===== src/rtl/bb3_pkg.sv =====
// Shared types, constants and small helper functions for the 3x3 box blur.
// Used by the top, lane and merge modules; depends on nothing else.
`default_nettype none

package bb3_pkg;

   localparam int CH_W       = 8;
   localparam int NUM_CH     = 3;
   localparam int PIX_W      = CH_W * NUM_CH;
   localparam int WIN_N      = 3;
   localparam int CELLS      = WIN_N * WIN_N;
   localparam int SUM_W      = 12;
   localparam int CNT_W      = 4;
   localparam int RECIP_W    = 20;

   localparam int CSR_ADDR_W     = 2;
   localparam int CSR_DATA_W     = 13;
   localparam int WIDTH_FIELD_W  = 11;
   localparam int HEIGHT_FIELD_W = 13;
   localparam int RESET_DIM      = 1024;

   // result queue: items in flight between accept and the queue, two results each
   localparam int FIFO_DEPTH   = 16;
   localparam int FIFO_AW      = 4;
   localparam int PIPE_ITEMS   = 4;
   localparam int MAX_RESULTS  = 2;
   localparam int ACCEPT_LEVEL = FIFO_DEPTH - (PIPE_ITEMS + 1) * MAX_RESULTS;

   localparam logic KIND_PIXEL = 1'b0;
   localparam logic KIND_FLUSH = 1'b1;

   typedef enum logic [CSR_ADDR_W-1:0] {
      CSR_FRAME_WIDTH  = 2'd0,
      CSR_FRAME_HEIGHT = 2'd1
   } csr_index_type;

   // per-item control carried down the pipeline; bit i of row_ok is window row i,
   // bit j of col_ok is window column j
   typedef struct packed {
      logic       flush;
      logic       emit0;
      logic       emit1;
      logic       fend0;
      logic       last0;
      logic [2:0] row_ok;
      logic [2:0] col_ok0;
      logic [2:0] col_ok1;
   } ctrl_type;

   typedef struct packed {
      logic emit0;
      logic emit1;
      logic fend0;
      logic last0;
   } flags_type;

   typedef struct packed {
      logic             frame_end;
      logic             run_last;
      logic [PIX_W-1:0] pixel;
   } entry_type;

   function automatic logic [CELLS-1:0] cell_mask(input logic [2:0] row_ok,
                                                  input logic [2:0] col_ok);
      logic [CELLS-1:0] m;
      for (int i = 0; i < WIN_N; i++) begin
         for (int j = 0; j < WIN_N; j++) begin
            m[i*WIN_N + j] = row_ok[i] & col_ok[j];
         end
      end
      return m;
   endfunction

   function automatic logic [CNT_W-1:0] mask_count(input logic [CELLS-1:0] m);
      logic [CNT_W-1:0] n;
      n = '0;
      for (int i = 0; i < CELLS; i++) begin
         n = n + CNT_W'(m[i]);
      end
      return n;
   endfunction

   // ceil(2^20 / (2*n)); exact floor division of numerators below 4600
   function automatic logic [RECIP_W-1:0] recip_of(input logic [CNT_W-1:0] n);
      logic [RECIP_W-1:0] r;
      unique case (n)
         4'd1:    r = 20'd524288;
         4'd2:    r = 20'd262144;
         4'd3:    r = 20'd174763;
         4'd4:    r = 20'd131072;
         4'd6:    r = 20'd87382;
         4'd9:    r = 20'd58255;
         default: r = '0;
      endcase
      return r;
   endfunction

endpackage

`default_nettype wire


===== src/rtl/bb3_lane.sv =====
// One color channel of the blur: masked 3x3 sums for both results of an item,
// then the rounded mean by reciprocal multiply. Depends on bb3_pkg.
`default_nettype none

module bb3_lane (
   input  wire logic                                           clock,
   input  wire logic [bb3_pkg::CELLS-1:0][bb3_pkg::CH_W-1:0]   cells,
   input  wire logic [bb3_pkg::CELLS-1:0]                      mask0,
   input  wire logic [bb3_pkg::CELLS-1:0]                      mask1,
   input  wire logic [bb3_pkg::CNT_W-1:0]                      count0,
   input  wire logic [bb3_pkg::CNT_W-1:0]                      count1,
   output logic      [bb3_pkg::CH_W-1:0]                       mean0,
   output logic      [bb3_pkg::CH_W-1:0]                       mean1
);

   localparam int NUM_W  = bb3_pkg::SUM_W + 1;
   localparam int PROD_W = NUM_W + bb3_pkg::RECIP_W;

   logic [bb3_pkg::SUM_W-1:0] sum0_in, sum1_in, sum0_ff, sum1_ff;
   logic [bb3_pkg::CH_W-1:0]  mean0_in, mean1_in, mean0_ff, mean1_ff;

   // floor((2*sum + n) / (2*n)) as a multiply by the reciprocal of 2*n
   function automatic logic [bb3_pkg::CH_W-1:0] round_mean(
      input logic [bb3_pkg::SUM_W-1:0] s,
      input logic [bb3_pkg::CNT_W-1:0] n
   );
      logic [NUM_W-1:0]  num;
      logic [PROD_W-1:0] prod;
      num  = {s, 1'b0} + NUM_W'(n);
      prod = PROD_W'(num) * PROD_W'(bb3_pkg::recip_of(n));
      return prod[bb3_pkg::RECIP_W +: bb3_pkg::CH_W];
   endfunction

   always_comb begin
      sum0_in = '0;
      sum1_in = '0;
      for (int i = 0; i < bb3_pkg::CELLS; i++) begin
         if (mask0[i]) begin
            sum0_in = sum0_in + bb3_pkg::SUM_W'(cells[i]);
         end
         if (mask1[i]) begin
            sum1_in = sum1_in + bb3_pkg::SUM_W'(cells[i]);
         end
      end
   end

   assign mean0_in = round_mean(sum0_ff, count0);
   assign mean1_in = round_mean(sum1_ff, count1);

   always_ff @(posedge clock) begin
      sum0_ff  <= sum0_in;
      sum1_ff  <= sum1_in;
      mean0_ff <= mean0_in;
      mean1_ff <= mean1_in;
   end

   assign mean0 = mean0_ff;
   assign mean1 = mean1_ff;

endmodule

`default_nettype wire


===== config.mk =====
export PLATFORM = sky130hd
export DESIGN_NAME = bb3_lane
export DESIGN_NICKNAME = d
export VERILOG_FILES = /design/src/rtl/bb3_pkg.sv /design/src/rtl/bb3_lane.sv
export SDC_FILE = /design/constraint.sdc
export NUM_CORES = 1
export LEC_CHECK = 0
export ABC_AREA = 1
export BUFFER_PORTS_ARGS = -buffer_cell sky130_fd_sc_hd__buf_2
export CORE_AREA = 5 5 266 268
export DETAILED_ROUTE_END_ITERATION = 10
export DIE_AREA = 0 0 271 273
export PLACE_DENSITY = 0.54
export SYNTH_ARGS = -nofsm -noshare
export SYNTH_HDL_FRONTEND = slang
export SYNTH_SLANG_ARGS = --single-unit

===== constraint.sdc =====
create_clock -name clock -period 16.46 [get_ports clock]
set_input_delay 0.823 -clock clock [delete_from_list [all_inputs] [get_ports clock]]
set_output_delay 0.823 -clock clock [all_outputs]
set_load 0.02 [all_outputs]

==> out/qor.yml, run 1 <==
run_status:
  outcome: "complete, no violations"
sta:
  period_needed_ps: 8390
  fin_crit_sh_pct: 50.9
  slew_violations: 0
  hold_viol_final: 0
  timing.setup.tns_ps: 0
  setup_violations: 0
  worst_pin_slew_ps: 843
  holdWs_ps: 840
  fmax_mhz: 119
  maxSlewHeadroom_pct: 43.6
  rsz0062_at_grt: "false"
  clock_skew_ps: 19.4
clock_tree:
  hold_buffers: 0
  clock-sinks: 40
  numCtsBuffers: 5
  max-clock-path-buffers: 2
  root_buffer: "clkbuf_16"
  cts_resized: 0
  clk_latency_ps: 320
  post_cts_buffers: 0
  cts.clk_slew.worst_paths_ps: 60
  cts_tree: "yes"
  cts_max_level: 2
critical_path:
  critPathMaxStageDelay_ps: 420
  critPathMaxFanout: 8
  end_kind: "register"
  reg2reg_from: "sum1_ff[1]"
  cp_slowest_cell: "fa_1"
  reg2reg_depth: 28
  timing.rr.end: "mean1[5]"
  cp_num_buf_inv: 6
  critical-path-top-delay-family: "adder cells"
  worstSetupPathType: "in -> reg"
  required_ps: 16660
  crit_path_start_kind: "input pin"
  reg2reg_slack_ps: 9350
  cp_common_cell: "ha_1"
  arrival_ps: 8580
floorplan:
  core_area_sq_mm: 0.0681
  fp.dieW_um: 271
  die-area_sq_mm: 0.0740
  io_pins: 115
  chipHeight_um: 273
  num_rows: 96
  initial_core_util_pct: 29.6
cells_and_area:
  nFillCells: 7340
  seq_area_sq_um: 801
  area_growth_pct: 8.65
  stdcell_count: 3755
  finish.utilization_pct: 32.2
  multi_input_area_sq_mm: 0.0168
  design_area_sq_mm: 0.0219
  drive_above_1_share_pct: 8.15
  nNetsFinal: 3530
worst_hold_path:
  whs_endpoint: "sum0_ff[4]"
  worstHoldStart: "mask0[8]"
  hp-class: "in -> reg"
  min_path_cells: 3
placed_design:
  dpl_cell_area_sq_mm: 0.0218
  place_congestion: 0.896
  hpwl_um: 50800
  dp.cells: 3746
  io_buffers: 114
global_route:
  grt_max_degree: 15
  grt_pass1_vias: 17849
  track_usage_pct: 15.3
  antenna_found_initial: 4
  grt_pass1_wl_um: 91800
  grt-ovfl-total: 0
yosys:
  yosysSeqAreaShare_pct: 3.97
  synth_edf_count: 0
  synthMuxAreaShare_pct: 0
  synth_top_area_share_pct: 31.5
  synth-simple-area-share_pct: 22.0
  synth_xor_area_share_pct: 5.06
  synth_top_family_by_area: "adder cells"
  synthCells: 2768
  synth_cell_types: 50
  ys_ff_latch: 40
  synth_most_common_cell: "inv_1"
  async_flop_share_pct: 0
  syn_area_sq_mm: 0.0202
  synth_common_cells: "inv_1 (655), nand2_1 (557), fa_1 (318)"
  syn_avg_cell_area_sq_um: 7.29
  yosys.area.top_type: "fa_1"
  ys.flop_type: "dfxtp_1"
  synth_adder_area_share_pct: 46.5
  yosys-top-cells-area: "fa_1 (32%), ha_1 (15%), inv_1 (12%)"
  ys_warn_count: 0
  synth_compound_area_share_pct: 9.29
drt:
  viasPerCell: 4.53
  firstDrtPassIters: 7
  ant_nets: 0
  routed_wl_um: 55400
  drt_iter0_drc: 769
  drc: 0
  via_count: 16999
  wl_per_cell_um: 14.8
pwr:
  powerDensity_mw_per_mm2: 111
  ir_worst_vdd_mv: 0.0532
  power.leakage_nw: 12.1
flow_run:
  cap_violations: 0
[power breakdown]
group	leakage, nW	internal [mW]	switching [mW]	total, mW
clock network	0.0804	0.0726	0.0566	0.129
logic	11.6	0.818	1.33	2.15
registers	0.334	0.143	0.0216	0.164
[worst max-delay path by stage]
| stage | startpoint | to | slack (ps) | cells after the start |
|---|---|---|---|---|
| 2_1_floorplan | mask0[0] | sum0_ff[11] | 8450 | 48 |
| 3_3_place_gp | mask0[0] | sum0_ff[11] | 7850 | 44 |
| 3_5_place_dp | mask0[0] | sum0_ff[11] | 7830 | 46 |
| 4_1_cts | mask0[0] | sum0_ff[11] | 8090 | 46 |
| 5_1_grt | mask0[0] | sum0_ff[11] | 7170 | 48 |
| 6_report | mask0[0] | sum0_ff[11] | 8070 | 46 |
[cell type report]
| type | count | share of cell area, % |
|---|---|---|
| Clock buffer | 5 | 0.571 |
| Timing Repair Buffer | 115 | 2.64 |
| Tap cell | 882 | 5.03 |
| Multi-Input combinational cell | 2040 | 76.4 |
| Antenna cell | 1 | 0.0114 |
| Sequential cell | 40 | 3.65 |
| Clock inverter | 3 | 0.211 |
| Inverter | 669 | 11.5 |
[layout by cell type, fill, tap and decap left out, drive strengths merged, types with 47 or more instances in the layout]
master | Yosys | layout
inv | 668 | 669
nand2 | 593 | 593
fa | 318 | 318
ha | 242 | 242
nor2 | 239 | 239
a21oi | 154 | 154
o21ai | 130 | 130
buf | 17 | 115
nand3 | 111 | 111
xor2 | 67 | 67
xnor2 | 47 | 47
[worst reg2reg max path, delay by kind of cell (launching register included)]
kind                       cells  cell delay [ps]
AOI/OAI and AO/OA              4              830
xor gates and xnor gates       1              160
adders and majority gates      7             3140
buffers and inverters          5              440
DFF                            1              340
and+or+nand+nor               11             2100
[metal layers]
layer	share of wire, %	global-route usage, %
met3	5.5	2.09
met5	0.013	0
met1	48	21.6
met4	1.3	2.22
met2	45	25.5
[through the flow]
stage / power (mW) / setup slack, ps
final: 2.44 / 8070
after floorplan: 1.83 / 8450
after global placement: 2.31 / 7850
after detailed placement: 2.32 / 7830
after CTS: 2.46 / 8090
after global routing: 2.80 / 7170
[state kept, by name, summed over array words and instances, names as in the netlist]
name,cells
mean0,8
sum1_ff,12
sum0_ff,12
mean1,8
[logic make-up after synthesis]
family | Yosys count
adders and majority gates | 560
DFF | 40
and+or+nand+nor | 1022
other | 2
xor gates and xnor gates | 115
buffers and inverters | 694
AOI/OAI and AO/OA | 335
Power figures use the tool's default switching activity.
==> run 2, diff against run 1 <==
--- a/config.mk
+++ b/config.mk
@@ -5,11 +5,11 @@
 export SDC_FILE = /design/constraint.sdc
 export NUM_CORES = 1
 export LEC_CHECK = 0
-export ABC_AREA = 1
+export ABC_AREA = 0
 export BUFFER_PORTS_ARGS = -buffer_cell sky130_fd_sc_hd__buf_2
-export CORE_AREA = 5 5 266 268
+export CORE_AREA = 5 5 260 262
 export DETAILED_ROUTE_END_ITERATION = 10
-export DIE_AREA = 0 0 271 273
+export DIE_AREA = 0 0 265 267
 export PLACE_DENSITY = 0.54
 export SYNTH_ARGS = -nofsm -noshare
 export SYNTH_HDL_FRONTEND = slang
==> constraint.sdc (replaced) <==
create_clock -name clock -period 8.6 [get_ports clock]
set_input_delay 0.43 -clock clock [delete_from_list [all_inputs] [get_ports clock]]
set_output_delay 0.43 -clock clock [all_outputs]
set_load 0.02 [all_outputs]
==> run 2 against run 1 <==
Sequential share of layout area down 0.15 points; clock-buffer cell count unchanged; non-clock buffer count rose by 144; die area decreased by 4.4%; utilization grew 2.9 points; global-route usage rose by 0.051 points; first-iteration DRC count is 1.4% lower; routed wire length decreased by 0.74%; critical endpoint is now sum1_ff[11]; highest routed layer unchanged; synthesized area down 4.3%; clock skew shrank 11 ps; worst hold slack got worse by 330 ps; sequential power rose by 110%.
==> out/qor.yml, run 2 <==
run_status:
  outcome: "complete, no violations"
cells_and_area:
  area_growth_pct: 18.5
  final_cell_mix: "inv_1 (467), fa_1 (316), ha_1 (208)"
  finish.utilization_pct: 35.1  # +2.9 points
  design_area_sq_mm: 0.0229  # +4.4%
  layout_commonest_cell: "inv_1"
  reg.largest.list: "sum0_ff (12), sum1_ff (12)"
  nNetsFinal: 3144  # -11%
  drive_above_1_share_pct: 18.3  # +10 points
critical_path:
  required_ps: 8770  # -7890 ps
  end_kind: "register"
  cp_num_buf_inv: 9  # +3
  crit_path_start_kind: "input pin"
  critPathMaxStageDelay_ps: 490  # +70 ps
  worstSetupPathType: "in -> reg"
  critical-path-top-delay-family: "adder cells"
  critPathMaxFanout: 3  # -5
  arrival_ps: 8480  # -100 ps
  cp_slowest_cell: "fa_1"
placed_design:
  dpl_cell_area_sq_mm: 0.0217  # about the same
  dp_slack_ps: -307  # -8130 ps
  io_buffers: 114  # unchanged
  hpwl_um: 49300  # -2.9%
  place_congestion: 0.908  # +1.3%
sta:
  fin_crit_sh_pct: 96.6
  maxSlewHeadroom_pct: 47.3  # +3.8 points
  setup_violations: 0  # unchanged
  hold_viol_final: 0  # unchanged
  worst_pin_slew_ps: 787  # -55.4 ps
  slew_violations: 0  # unchanged
  clock_skew_ps: 8.02  # -11.3 ps
  worst_slack_ps: 291  # -7780 ps
  period_needed_ps: 8310
  fmax_mhz: 120
yosys:
  syn_area_sq_mm: 0.0193  # -4.3%
  synthCells: 2239  # -19%
  synth_cell_types: 71  # +42%
  async_flop_share_pct: 0  # unchanged
  syn_avg_cell_area_sq_um: 8.63  # +18%
  ys.flop_type: "dfxtp_1"
  synth_edf_count: 0  # unchanged
  synth_common_cells: "inv_1 (468), fa_1 (318), ha_1 (242)"
  yosysSeqAreaShare_pct: 4.15  # +0.18 points
  ys_warn_count: 0  # unchanged
  yosys.area.top_type: "fa_1"
  ys_ff_latch: 40  # unchanged
  synth_top_area_share_pct: 33.0  # +1.4 points
  synth_most_common_cell: "inv_1"
  yosys-top-cells-area: "fa_1 (33%), ha_1 (16%), inv_1 (9.1%)"
floorplan:
  io_pins: 115  # unchanged
  initial_core_util_pct: 29.6  # about the same
  core_area_sq_mm: 0.0652  # -4.3%
  chipHeight_um: 267  # -2.2%
  num_rows: 94  # -2.1%
  die-area_sq_mm: 0.0708  # -4.4%
  fp.dieW_um: 265  # -2.2%
pwr:
  p_seq_share_pct: 5.6  # -1.1 points
  power.leakage_nw: 11.6  # -3.8%
  p_comb_share_pct: 91.4  # +3.4 points
  switching_share_pct: 50.5  # -7.1 points
  p_int_mw: 3.07  # +200%
  pwr-share-clk_pct: 3.0  # -2.3 points
  p_switching_mw: 3.14  # +120%
  powerDensity_mw_per_mm2: 271  # +140%
  ir_worst_vdd_mv: 0.140  # +160%
clock_tree:
  hold_buffers: 0  # unchanged
  cts_tree: "yes"
  clock-sinks: 40  # unchanged
  root_buffer: "clkbuf_16"
  cts_max_level: 2  # unchanged
  numCtsBuffers: 5  # unchanged
  clk_latency_ps: 290  # -30 ps
  max-clock-path-buffers: 2  # unchanged
  cts.clk_slew.worst_paths_ps: 60  # about the same
drt:
  viasPerCell: 4.75  # +4.9%
  via_count: 15919  # -6.4%
  wl_per_cell_um: 16.4  # +11%
  drt_iter0_drc: 758  # -1.4%
  routed_wl_um: 55000  # -0.74%
  drc: 0  # unchanged
  ant_nets: 0  # unchanged
  firstDrtPassIters: 7  # unchanged
global_route:
  grt-ovfl-total: 0  # unchanged
  grt_pass1_wl_um: 88100  # -4.0%
  track_usage_pct: 15.3  # +0.051 points
  grt_max_degree: 17  # +2
  grt_pass1_vias: 16861  # -5.5%
  antenna_found_initial: 5  # +1
worst_hold_path:
  hp-class: "in -> reg"
flow_run:
  cap_violations: 0  # unchanged
-- run 2: changes by cell type after synthesis, moves of 49 or more --
cell,previous run,this run
xnor2_1,47,96
nor2_1,228,179
nand3_1,96,23
nand2_1,557,128
mux2_2,0,57
inv_1,655,468
-- run 2: logic make-up (layout without fill, tap and decap cells) --
logic type | count (synthesis) | count (layout) | share of synthesized area [%]
adder cells (fa/ha/maj) | 561 | 561 | 48.7
AND/OR/NAND/NOR | 498 | 498 | 12.2
buffers and inverters | 498 | 738 | 9.69
AO/OA/AOI/OAI | 404 | 404 | 13.2
XOR/XNOR | 156 | 156 | 7.46
multiplexers | 80 | 80 | 4.51
flip-flops | 40 | 40 | 4.15
other | 2 | 11 | 0.0389
-- run 2: path summary, 6_finish.rpt --
| path | start | end | slack, ps | cells past startpoint |
|---|---|---|---|---|
| max | cells[0] | sum1_ff[11] | 290 | 41 |
| min | mask0[8] | sum0_ff[2] | 510 | 2 |
| max reg2reg | sum0_ff[0] | mean0[7] | 830 | 29 |
| min reg2reg | sum1_ff[9] | mean1[7] | 1100 | 5 |
-- run 2: cell type report --
type	count	area [sq um]
antenna	3	7.51
clock buffer	5	125
clock inverter	2	12.5
fill	6796	42300
inverter	472	1770
multi-input combinational	1707	17400
sequential	40	801
tap	864	1080
timing repair buffer	259	1660
-- run 2: power groups by stage --
stage	clock [mW]	combinational (mW)	sequential (mW)
finish	0.184	5.68	0.348
global route	0.202	6.43	0.360
CTS	0.194	5.28	0.350
detailed placement	0	5.23	0.354
global placement	0	5.12	0.350
floorplan	0	3.68	0.376
-- run 2: per-stage QoR --
stage	hold slack (ps)	setup TNS [ps]	total power, mW	std cells
after global routing	520	-255	6.99	3350
after CTS	502	0	5.83	3318
after global placement	817	-317	5.47	3311
after floorplan	670	0	4.06	2245
final	509	0	6.21	3352
after detailed placement	804	-1620	5.59	3311
-- run 2: per-layer routing --
metal	global-route usage, %	part of all wire [%]	vias to the layer above
met2	26.3	48	325
met4	2.31	1.2	6
met5	0	0.062	-
met3	2.15	4.8	46
met1	21.1	46	7842
li1	-	-	7700
-- run 2: what timing repair did --
action / in CTS / in global routing
pin swaps: 0 / 39
cloned: 0 / 0
buffers inserted: 0 / 31
gates resized for setup: 3 / 144
setup endpoints to repair: 2 / 12
