`config.mk`:
```
export PLATFORM = sky130hd
export DESIGN_NAME = bb3_merge
export DESIGN_NICKNAME = d
export VERILOG_FILES = /design/src/rtl/bb3_pkg.sv /design/src/rtl/bb3_merge.sv
export SDC_FILE = /design/constraint.sdc
export NUM_CORES = 1
export LEC_CHECK = 0
export ABC_CLOCK_PERIOD_IN_PS = 7100
export BUFFER_PORTS_ARGS = -buffer_cell sky130_fd_sc_hd__buf_2
export CAP_MARGIN = 10
export CORE_MARGIN = 1.5
export CORE_UTILIZATION = 55
export CTS_CLUSTER_SIZE = 24
export DETAILED_ROUTE_END_ITERATION = 8
export MAX_ROUTING_LAYER = met4
export PLACE_DENSITY = 0.72
export SLEW_MARGIN = 20
export SYNTH_ARGS = -nofsm -noshare
export SYNTH_HDL_FRONTEND = slang
export SYNTH_SLANG_ARGS = --single-unit
```
`constraint.sdc`:
```
create_clock -name clock -period 7.1 [get_ports clock]
set_input_delay 0.71 -clock clock [delete_from_list [all_inputs] [get_ports clock]]
set_output_delay 0.71 -clock clock [all_outputs]
set_load 0.1 [all_outputs]
```
`src/rtl/bb3_pkg.sv`:
```
// Shared types, constants and small helper functions for the 3x3 box blur.
// Used by the top, lane and merge modules; depends on nothing else.
`default_nettype none

package bb3_pkg;

   localparam int CH_W       = 8;
   localparam int NUM_CH     = 3;
   localparam int PIX_W      = CH_W * NUM_CH;
   localparam int WIN_N      = 3;
   localparam int CELLS      = WIN_N * WIN_N;
   localparam int SUM_W      = 12;
   localparam int CNT_W      = 4;
   localparam int RECIP_W    = 20;

   localparam int CSR_ADDR_W     = 2;
   localparam int CSR_DATA_W     = 13;
   localparam int WIDTH_FIELD_W  = 11;
   localparam int HEIGHT_FIELD_W = 13;
   localparam int RESET_DIM      = 1024;

   // result queue: items in flight between accept and the queue, two results each
   localparam int FIFO_DEPTH   = 16;
   localparam int FIFO_AW      = 4;
   localparam int PIPE_ITEMS   = 4;
   localparam int MAX_RESULTS  = 2;
   localparam int ACCEPT_LEVEL = FIFO_DEPTH - (PIPE_ITEMS + 1) * MAX_RESULTS;

   localparam logic KIND_PIXEL = 1'b0;
   localparam logic KIND_FLUSH = 1'b1;

   typedef enum logic [CSR_ADDR_W-1:0] {
      CSR_FRAME_WIDTH  = 2'd0,
      CSR_FRAME_HEIGHT = 2'd1
   } csr_index_type;

   // per-item control carried down the pipeline; bit i of row_ok is window row i,
   // bit j of col_ok is window column j
   typedef struct packed {
      logic       flush;
      logic       emit0;
      logic       emit1;
      logic       fend0;
      logic       last0;
      logic [2:0] row_ok;
      logic [2:0] col_ok0;
      logic [2:0] col_ok1;
   } ctrl_type;

   typedef struct packed {
      logic emit0;
      logic emit1;
      logic fend0;
      logic last0;
   } flags_type;

   typedef struct packed {
      logic             frame_end;
      logic             run_last;
      logic [PIX_W-1:0] pixel;
   } entry_type;

   function automatic logic [CELLS-1:0] cell_mask(input logic [2:0] row_ok,
                                                  input logic [2:0] col_ok);
      logic [CELLS-1:0] m;
      for (int i = 0; i < WIN_N; i++) begin
         for (int j = 0; j < WIN_N; j++) begin
            m[i*WIN_N + j] = row_ok[i] & col_ok[j];
         end
      end
      return m;
   endfunction

   function automatic logic [CNT_W-1:0] mask_count(input logic [CELLS-1:0] m);
      logic [CNT_W-1:0] n;
      n = '0;
      for (int i = 0; i < CELLS; i++) begin
         n = n + CNT_W'(m[i]);
      end
      return n;
   endfunction

   // ceil(2^20 / (2*n)); exact floor division of numerators below 4600
   function automatic logic [RECIP_W-1:0] recip_of(input logic [CNT_W-1:0] n);
      logic [RECIP_W-1:0] r;
      unique case (n)
         4'd1:    r = 20'd524288;
         4'd2:    r = 20'd262144;
         4'd3:    r = 20'd174763;
         4'd4:    r = 20'd131072;
         4'd6:    r = 20'd87382;
         4'd9:    r = 20'd58255;
         default: r = '0;
      endcase
      return r;
   endfunction

endpackage

`default_nettype wire

```
`src/rtl/bb3_merge.sv`:
```
// Merge stage: joins the lane means of an item into up to two result beats and
// queues them for the output channel. Depends on bb3_pkg.
`default_nettype none

module bb3_merge (
   input  wire logic                      clock,
   input  wire logic                      reset,
   input  wire logic                      push,
   input  wire bb3_pkg::flags_type        flags,
   input  wire logic [bb3_pkg::PIX_W-1:0] data0,
   input  wire logic [bb3_pkg::PIX_W-1:0] data1,
   input  wire logic                      rsp_tready,
   output logic                           rsp_tvalid,
   output logic      [bb3_pkg::PIX_W-1:0] rsp_tdata,
   output logic                           rsp_tuser,
   output logic                           rsp_tlast,
   output logic                           accept_ok
);

   localparam int AW = bb3_pkg::FIFO_AW;

   bb3_pkg::entry_type entry_ff [bb3_pkg::FIFO_DEPTH];
   bb3_pkg::entry_type res0, res1, head;
   logic [AW-1:0] wr_ptr_ff, wr_ptr_in, rd_ptr_ff, rd_ptr_in, wr_ptr_1;
   logic [AW:0]   count_ff, count_in;
   logic          put0, put1, pop;
   logic [1:0]    push_n;

   assign put0   = push & flags.emit0;
   assign put1   = push & flags.emit1;
   assign push_n = {1'b0, put0} + {1'b0, put1};
   assign pop    = rsp_tvalid & rsp_tready;

   assign res0.frame_end = flags.fend0;
   assign res0.run_last  = flags.last0;
   assign res0.pixel     = data0;
   assign res1.frame_end = 1'b0;
   assign res1.run_last  = 1'b1;
   assign res1.pixel     = data1;

   // second result lands after the first when both are present
   assign wr_ptr_1  = put0 ? (wr_ptr_ff + AW'(1)) : wr_ptr_ff;
   assign wr_ptr_in = wr_ptr_ff + AW'(push_n);
   assign rd_ptr_in = rd_ptr_ff + AW'(pop);
   assign count_in  = count_ff + (AW+1)'(push_n) - (AW+1)'(pop);

   always_ff @(posedge clock) begin
      if (reset) begin
         wr_ptr_ff <= '0;
         rd_ptr_ff <= '0;
         count_ff  <= '0;
      end else begin
         wr_ptr_ff <= wr_ptr_in;
         rd_ptr_ff <= rd_ptr_in;
         count_ff  <= count_in;
      end
   end

   always_ff @(posedge clock) begin
      if (put0) begin
         entry_ff[wr_ptr_ff] <= res0;
      end
      if (put1) begin
         entry_ff[wr_ptr_1] <= res1;
      end
   end

   assign head       = entry_ff[rd_ptr_ff];
   assign rsp_tvalid = (count_ff != '0);
   assign rsp_tdata  = head.pixel;
   assign rsp_tuser  = head.frame_end;
   assign rsp_tlast  = head.run_last;
   assign accept_ok  = (count_ff <= (AW+1)'(bb3_pkg::ACCEPT_LEVEL));

endmodule

`default_nettype wire

```
==> impl_table.tex, run 1 <==
\begin{tabular}{lr}
\hline
Metric & Value \\
\hline
\multicolumn{2}{l}{\textbf{Die}} \\
\quad Die Span X & 206 microns \\
\quad Number of primary I/O pins & between 80 and 90 \\
\quad Core box area & just over 40,000 sq um \\
\quad Height of the chip & 206 microns \\
\quad Full die area & about 43,000 sq um \\
\quad Standard-cell row count & between 70 and 80 \\
\quad Starting Density & 0.557 \\
\multicolumn{2}{l}{\textbf{Pwr}} \\
\quad Leak Pwr & 0.00935 uW \\
\quad Maximum vdd ir drop & 314 uV \\
\quad Pwr Density & 278 nW/um\^{}2 \\
\quad Total power after layout & 6890 uW \\
\multicolumn{2}{l}{\textbf{Synth}} \\
\quad Cell with the most instances after synthesis & edfxtp\_1 \\
\quad Share of the synthesized area in the top cell type & 0.507 \\
\quad Most numerous cell types in the synthesized netlist & edfxtp\_1 (384), nand2\_1 (354), mux2i\_1 (298), mux4\_2 (130), clkbuf\_1 (102) \\
\quad Unique cell type count in the Yosys netlist & 46 \\
\quad Adder-cell area share of the yosys netlist & 0.0111 \\
\quad Share of the synthesized area in compound gates (AO/OA/AOI/OAI) & 0.0500 \\
\quad Primary flip-flop cell chosen by synthesis mapping & edfxtp\_1 \\
\quad Post-Syn Nets & 1,764 \\
\quad Post-Synthesis Mean Instance Area & roughly 13 sq um \\
\quad Area share of xor/xnor cells in the synthesized design & 0.00412 \\
\quad Syn Inst Count & 1,689 \\
\quad Post-synthesis instance area & 22,800 sq um \\
\quad Combinational family with the most area after synthesis & multiplexers \\
\quad Simple-gate portion of the synthesized area & 0.0817 \\
\quad FFs w/ async S/R, synth & 0 \\
\quad Synthesis warning total & 0 \\
\quad Number of synthesized flops with an enable pin & about 380 \\
\quad Portion of netlist area occupied by mux cells & 0.260 \\
\quad Total of flip-flops plus latches after synthesis & 429 \\
\quad Post-synthesis sequential area ratio & 0.546 \\
\quad Cell type contributing the most total cell area after synthesis & edfxtp\_1 \\
\quad Synth area leaders & edfxtp\_1 (51\%), mux2i\_1 (13\%), mux4\_2 (13\%) \\
\multicolumn{2}{l}{\textbf{Setup path}} \\
\quad Largest fanout on the critical path & 65 \\
\quad Dominant delay contributor by cell family on the critical path & multiplexers \\
\quad Peak per-stage delay on the critical path & 1.00 ns \\
\quad Worst setup SP type & flop \\
\quad Cell at the slowest stage of the critical path & dfxtp\_4 \\
\quad Data arrival time of the critical path & approximately 3.7 ns \\
\quad Reg2reg start & wr\_ptr\_ff[2] \\
\quad Worst setup startpoint & rd\_ptr\_ff[1] \\
\quad Class of the most critical setup path & reg -> out \\
\quad Kind of end point of the critical path & output pin \\
\quad Number of buffers and inverters on the critical path & 2 \\
\quad Sequence of cells on the critical path & buf\_4 > mux4\_2 > mux4\_2 > buf\_2 \\
\quad Critical Path Most Common Cell & mux4\_2 \\
\quad Required time worst endpoint & roughly 6.4 ns \\
\multicolumn{2}{l}{\textbf{Placement}} \\
\quad Placed wire-length estimate after detailed placement & 38,300 microns \\
\quad Placement-stage worst setup slack & 3.22 ns \\
\quad Routability Congestion & 0.843 \\
\quad Port Buffers & 83 \\
\multicolumn{2}{l}{\textbf{Route}} \\
\quad Detail-routed net length per standard cell & around 31 microns \\
\quad Routed WL & 70,100 microns \\
\quad Number of search-and-repair iterations in the first detailed-routing pass & 6 \\
\quad Total number of vias & between 15,000 and 20,000 \\
\quad Per-cell via count in the routed design & 6.76 \\
\quad Remaining DRCs & 0 \\
\quad DRT iter0 DRCs & 2,132 \\
\quad Antenna-violating nets left & 0 \\
\multicolumn{2}{l}{\textbf{GRT}} \\
\quad Number of antenna violations at the first check in global routing & 4 \\
\quad First-pass GRT wire length & 102,000 microns \\
\quad Maximum number of pins on one net before global-route repair & 66 \\
\quad Via count of the first global-routing pass & roughly 15,000 \\
\quad Final global-route overflow total & 0 \\
\quad Gr usage total & 0.348 \\
\multicolumn{2}{l}{\textbf{Run}} \\
\quad Number of max-capacitance violations reported & 0 \\
\multicolumn{2}{l}{\textbf{Final layout}} \\
\quad NumNets Final & 1,750 \\
\quad Post-Route Utilization & 0.607 \\
\quad Area growth from synthesis to layout & 8.97\% \\
\quad Fraction of final layout cells sized beyond drive strength 1 & 0.210 \\
\multicolumn{2}{l}{\textbf{Clock tree}} \\
\quad Clock buffers created by TritonCTS & 46 \\
\quad Clock tree from TritonCTS & built \\
\quad Gates resized, CTS repair & 0 \\
\quad CTS H-tree depth & 2 \\
\quad Clock-pin slew on the worst setup and hold paths & 0.06 ns \\
\quad Root Buffer & clkbuf\_16 \\
\quad Clock latency of the later-clocked register in the worst-skew pair & just under 0.6 ns \\
\quad Postcts setup bufs & 0 \\
\quad Maximum buffer depth of the clock tree & 3 \\
\quad Number of hold buffers added after CTS & 0 \\
\quad CTS Sinks & 429 \\
\multicolumn{2}{l}{\textbf{Worst hold path}} \\
\quad Worst hold path startpoint & entry\_ff[9][25] \\
\quad Worst min-delay path category & reg -> reg \\
\multicolumn{2}{l}{\textbf{STA}} \\
\quad Aggregate negative setup slack & 0 ns \\
\quad Final worst-path cycle share & 0.619 \\
\quad Worst slew slack as a fraction of its limit & 0.189 \\
\quad Minimum setup slack in the final design & between 2 and 3 ns \\
\quad Skew final & 0.00840 ns \\
\quad Final hold violation count & 0 \\
\quad Peak Freq & between 200 and 250 MHz \\
\quad Final Critical Period & 4.39 ns \\
\quad Slew @ Worst Pin & 1.22 ns \\
\quad Final number of setup-violating endpoints & 0 \\
\quad Setup repair after global routing missed its margin & no \\
\quad Pins Over Slew Limit & 0 \\
\multicolumn{2}{l}{\textbf{Outcome}} \\
\quad Outcome & finished, final reports clean \\
\hline
\end{tabular}
-- power by group --
group | total (uW) | switching, uW | leakage (uW) | internal, uW
combinational | 1570 | 1060 | 0.00545 | 516
clock | 2330 | 1010 | 0.000692 | 1320
sequential | 2990 | 158 | 0.00321 | 2830
total | 6890 | 2230 | 0.00935 | 4670
-- layer usage --
layer,vias to the layer above,GRT usage,part of all wire
li1,6271,-,-
met1,7621,0.462,0.37
met2,1115,0.536,0.47
met3,192,0.0629,0.12
met4,0,0.131,0.039
met5,-,-,0
-- through the flow --
step | instances | hold slack [ns] | area (sq um)
after CTS | 2244 | 0.460 | 24800
after floorplan | 1689 | 0.433 | 22800
final | 2249 | 0.469 | 24800
after detailed placement | 2159 | 0.455 | 23400
after global placement | 2159 | 0.447 | 23400
after global routing | 2249 | 0.485 | 24800
-- worst register-to-register path: cells and delay by family (launching register included) --
kind	cells	cell delay, ns
simple gates	3	1.77
compound gates	1	0.28
flops	1	0.96
buf+inv	1	0.52
-- flip-flops by register name, summed over array words and instances, names as in the netlist --
| register | count |
|---|---|
| wr_ptr_ff | 4 |
| entry_ff | 416 |
| count_ff | 5 |
| rd_ptr_ff | 4 |
-- final timing paths --
| path | slack, ns | cells past startpoint | endpoint |
|---|---|---|---|
| setup / recovery | 2.71 | 4 | rsp_tlast |
| hold / removal | 0.47 | 2 | entry_ff[9][25] |
| setup reg to reg | 3.18 | 5 | entry_ff[15][18] |
| hold reg to reg | 0.47 | 2 | entry_ff[9][25] |
-- cells in the final DEF (no fill, tap or decap), types with 3 or more instances in the layout --
cell type	count
nor2_1	14
nor2b_1	12
a22o_1	96
buf_4	46
nand3_1	15
xor2_1	3
nor2_4	3
a21boi_0	12
nor3_4	4
edfxtp_1	384
a21oi_1	4
clkbuf_16	47
o211ai_1	6
bufinv_16	3
diode_2	5
buf_2	83
ha_1	17
dfxtp_1	41
clkbuf_1	10
and3_1	3
clkinv_1	14
mux2i_1	298
inv_1	39
a211o_1	4
nand4_1	6
mux4_2	130
nor2_2	9
clkinv_2	6
xnor2_1	4
or2_2	4
nand2_1	354
-- final cells by class --
type / count / area, sq um
fillers: 3071 / 16000
flip-flops and latches: 429 / 12400
multi-input cells: 1029 / 9330
clock buffers: 57 / 1210
repair buffers: 130 / 781
well taps: 532 / 666
clock inverters: 28 / 214
inverters: 39 / 146
diodes: 5 / 12.5
-- kinds of logic (layout without fill, tap and decap cells) --
group           after synthesis  count (layout)
other cells                   0               5
xor+xnor                      9               9
flops                       429             429
buf+inv                     231             254
simple gates                441             441
fa+ha+maj                    19              19
mux                         428             428
compound gates              132             132
Note: power is estimated with default switching activity, not from simulation.
==> run 2: changes to the inputs <==
--- a/config.mk
+++ b/config.mk
@@ -5,7 +5,7 @@
 export SDC_FILE = /design/constraint.sdc
 export NUM_CORES = 1
 export LEC_CHECK = 0
-export ABC_CLOCK_PERIOD_IN_PS = 7100
+export ABC_CLOCK_PERIOD_IN_PS = 4600
 export BUFFER_PORTS_ARGS = -buffer_cell sky130_fd_sc_hd__buf_2
 export CAP_MARGIN = 10
 export CORE_MARGIN = 1.5
==> constraint.sdc (replaced) <==
create_clock -name clock -period 4.6 [get_ports clock]
set_input_delay 0.46 -clock clock [delete_from_list [all_inputs] [get_ports clock]]
set_output_delay 0.46 -clock clock [all_outputs]
set_load 0.1 [all_outputs]
==> impl_table.tex, run 2 (synthesized netlist as in run 1, its figures left out) <==
\begin{tabular}{lr}
\hline
Metric & Value \\
\hline
\multicolumn{2}{l}{\textbf{GRT}} \\
\quad Number of antenna violations at the first check in global routing & 3 (-1) \\
\quad Gr usage total & 0.332 (-0.0160) \\
\quad Maximum number of pins on one net before global-route repair & 52 (-21\%) \\
\quad Global-route layer with the greatest usage & met2 \\
\quad Grt met3 use & 0.0508 (-0.0121) \\
\quad Met2 track demand over resource in global routing & 0.527 (-0.00932) \\
\quad First-pass GRT wire length & 98,600 microns (-3.1\%) \\
\quad Via count of the first global-routing pass & 15,136 (-0.58\%) \\
\quad Final global-route overflow total & 0 (unchanged) \\
\quad GRT met1 Usage & 0.442 (-0.0205) \\
\multicolumn{2}{l}{\textbf{Die}} \\
\quad Height of the chip & 206 microns (unchanged) \\
\quad Standard-cell row count & 74 (unchanged) \\
\quad Number of primary I/O pins & 84 (unchanged) \\
\quad Core box area & 40,800 sq um (unchanged) \\
\quad Die Span X & 206 microns (unchanged) \\
\quad Full die area & 42,600 sq um (unchanged) \\
\quad Starting Density & 0.557 (unchanged) \\
\multicolumn{2}{l}{\textbf{Final layout}} \\
\quad Most common library cell in the layout ignoring fill and taps & edfxtp\_1 \\
\quad Top flop regs & entry\_ff (416), count\_ff (5) \\
\quad Area of the multi-input gates & 9330 sq um (unchanged) \\
\quad Fillers & 3,101 (+0.98\%) \\
\quad Highest-count cells in the layout ignoring fill and taps & edfxtp\_1 (384), nand2\_1 (354), mux2i\_1 (298), mux4\_2 (130), a22o\_1 (96) \\
\quad Storage element area & 12,400 sq um (unchanged) \\
\quad NumNets Final & 1,762 (+0.69\%) \\
\quad Register name with the most flops & entry\_ff \\
\quad Area growth from synthesis to layout & 9.49\% \\
\quad Max FFs per register & 416 (unchanged) \\
\quad Post-Route Utilization & 0.610 (+0.00291) \\
\quad Fraction of final layout cells sized beyond drive strength 1 & 0.215 (+0.00517) \\
\multicolumn{2}{l}{\textbf{Clock tree}} \\
\quad Number of hold buffers added after CTS & 0 (unchanged) \\
\quad Clock tree from TritonCTS & built \\
\quad Gates resized, CTS repair & 0 (unchanged) \\
\quad CTS H-tree depth & 2 (unchanged) \\
\quad Clock buffers created by TritonCTS & 46 (unchanged) \\
\quad Maximum buffer depth of the clock tree & 3 (unchanged) \\
\quad Postcts setup bufs & 0 (unchanged) \\
\quad Clock latency of the later-clocked register in the worst-skew pair & 0.59 ns (about the same) \\
\quad Root Buffer & clkbuf\_16 \\
\quad Clock-pin slew on the worst setup and hold paths & 0.06 ns (about the same) \\
\quad CTS Sinks & 429 (unchanged) \\
\multicolumn{2}{l}{\textbf{Outcome}} \\
\quad Outcome & finished, final reports clean \\
\multicolumn{2}{l}{\textbf{STA}} \\
\quad Final hold violation count & 0 (unchanged) \\
\quad Final worst-path cycle share & 0.806 \\
\quad Aggregate negative setup slack & 0 ns (unchanged) \\
\quad Pins Over Slew Limit & 0 (unchanged) \\
\quad Setup repair after global routing missed its margin & no \\
\quad Peak Freq & 270 MHz \\
\quad Final number of setup-violating endpoints & 0 (unchanged) \\
\quad Final hold slack & 0.205 ns (-0.264 ns) \\
\quad Skew final & 0.0169 ns (+0.00850 ns) \\
\quad Final Critical Period & 3.71 ns \\
\quad Slew @ Worst Pin & 1.12 ns (-0.0956 ns) \\
\quad Worst slew slack as a fraction of its limit & 0.252 (+0.0629) \\
\multicolumn{2}{l}{\textbf{Route}} \\
\quad Remaining DRCs & 0 (unchanged) \\
\quad Number of search-and-repair iterations in the first detailed-routing pass & 8 (+2) \\
\quad Detail-routed net length per standard cell & 29.4 microns (-5.7\%) \\
\quad Routed WL & 66,300 microns (-5.3\%) \\
\quad Antenna-violating nets left & 0 (unchanged) \\
\quad Per-cell via count in the routed design & 6.64 (-1.7\%) \\
\quad DRT iter0 DRCs & 1,710 (-20\%) \\
\quad Total number of vias & 14,993 (-1.4\%) \\
\multicolumn{2}{l}{\textbf{Setup path}} \\
\quad Required time worst endpoint & 4.14 ns (-2.25 ns) \\
\quad Worst setup SP type & flop \\
\quad Largest fanout on the critical path & 33 (-49\%) \\
\quad Data arrival time of the critical path & 3.25 ns (-0.43 ns) \\
\quad Class of the most critical setup path & reg -> out \\
\quad R2R setup slack & 1.24 ns (-1.94 ns) \\
\quad Kind of end point of the critical path & output pin \\
\multicolumn{2}{l}{\textbf{Pwr}} \\
\quad Pwr Density & 428 nW/um\^{}2 (+54\%) \\
\quad Leak Pwr & 0.00942 uW (+0.71\%) \\
\quad Total power after layout & 10,700 uW (+55\%) \\
\quad Maximum vdd ir drop & 410 uV (+31\%) \\
\multicolumn{2}{l}{\textbf{Placement}} \\
\quad Port Buffers & 83 (unchanged) \\
\quad Placed wire-length estimate after detailed placement & 40,200 microns (+5.0\%) \\
\quad Routability Congestion & 0.844 (+0.12\%) \\
\multicolumn{2}{l}{\textbf{Run}} \\
\quad Number of max-capacitance violations reported & 0 (unchanged) \\
\multicolumn{2}{l}{\textbf{Worst hold path}} \\
\quad Worst min-delay path category & in -> reg \\
\hline
\end{tabular}
## run 2: cell count changes in the layout (fill, tap and decap cells not counted)
cell and delta:
inv_6 -1, buf_4 +7, buf_12 +4, bufinv_16 -1
buf_8 +1, clkbuf_8 +2, clkinvlp_4 -1, diode_2 -1
clkbuf_1 +1, clkinv_1 -2, clkinv_2 +1, clkinv_4 -1
## run 2: path summary, 6_finish.rpt
check                        from         endpoint  depth (start not counted)
setup / recovery     rd_ptr_ff[0]     rsp_tdata[5]                          4
setup reg to reg     wr_ptr_ff[2]   entry_ff[7][0]                          5
hold / removal              reset     wr_ptr_ff[1]                          2
hold reg to reg   entry_ff[2][25]  entry_ff[2][25]                          2
## run 2: layout make-up
| class | count | share of cell area |
|---|---|---|
| clock inverters | 23 | 0.00628 |
| clock buffers | 60 | 0.0500 |
| well taps | 532 | 0.0267 |
| multi-input cells | 1029 | 0.374 |
| flip-flops and latches | 429 | 0.499 |
| repair buffers | 142 | 0.0373 |
| inverters | 39 | 0.00587 |
| diodes | 4 | 0.000402 |
## run 2: per-stage QoR
step | cell area, sq um | std cells | worst slack, ns
floorplan | 22800 | 1689 | 1.38
global placement | 23500 | 2170 | 1.39
detailed placement | 23500 | 2171 | 1.33
CTS | 24900 | 2254 | 0.831
global route | 24900 | 2257 | 0.759
finish | 24900 | 2258 | 0.891
## run 2: critical path: stages, from the launching register on
cell	delay (ns)
dfxtp_4	0.83
buf_12	0.36
mux4_2	0.54
mux4_2	0.53
buf_2	0.32
## run 2: layer usage
metal / routed length, microns / vias to the layer above
met5: 0 / -
met2: 32300 / 863
li1: - / 6299
met4: 1900 / 0
met1: 25900 / 7712
met3: 6320 / 119
## run 2: where the power goes
part	internal [uW]	switching, uW
logic	826	1730
clock network	2010	1550
registers	4360	181
total	7200	3460
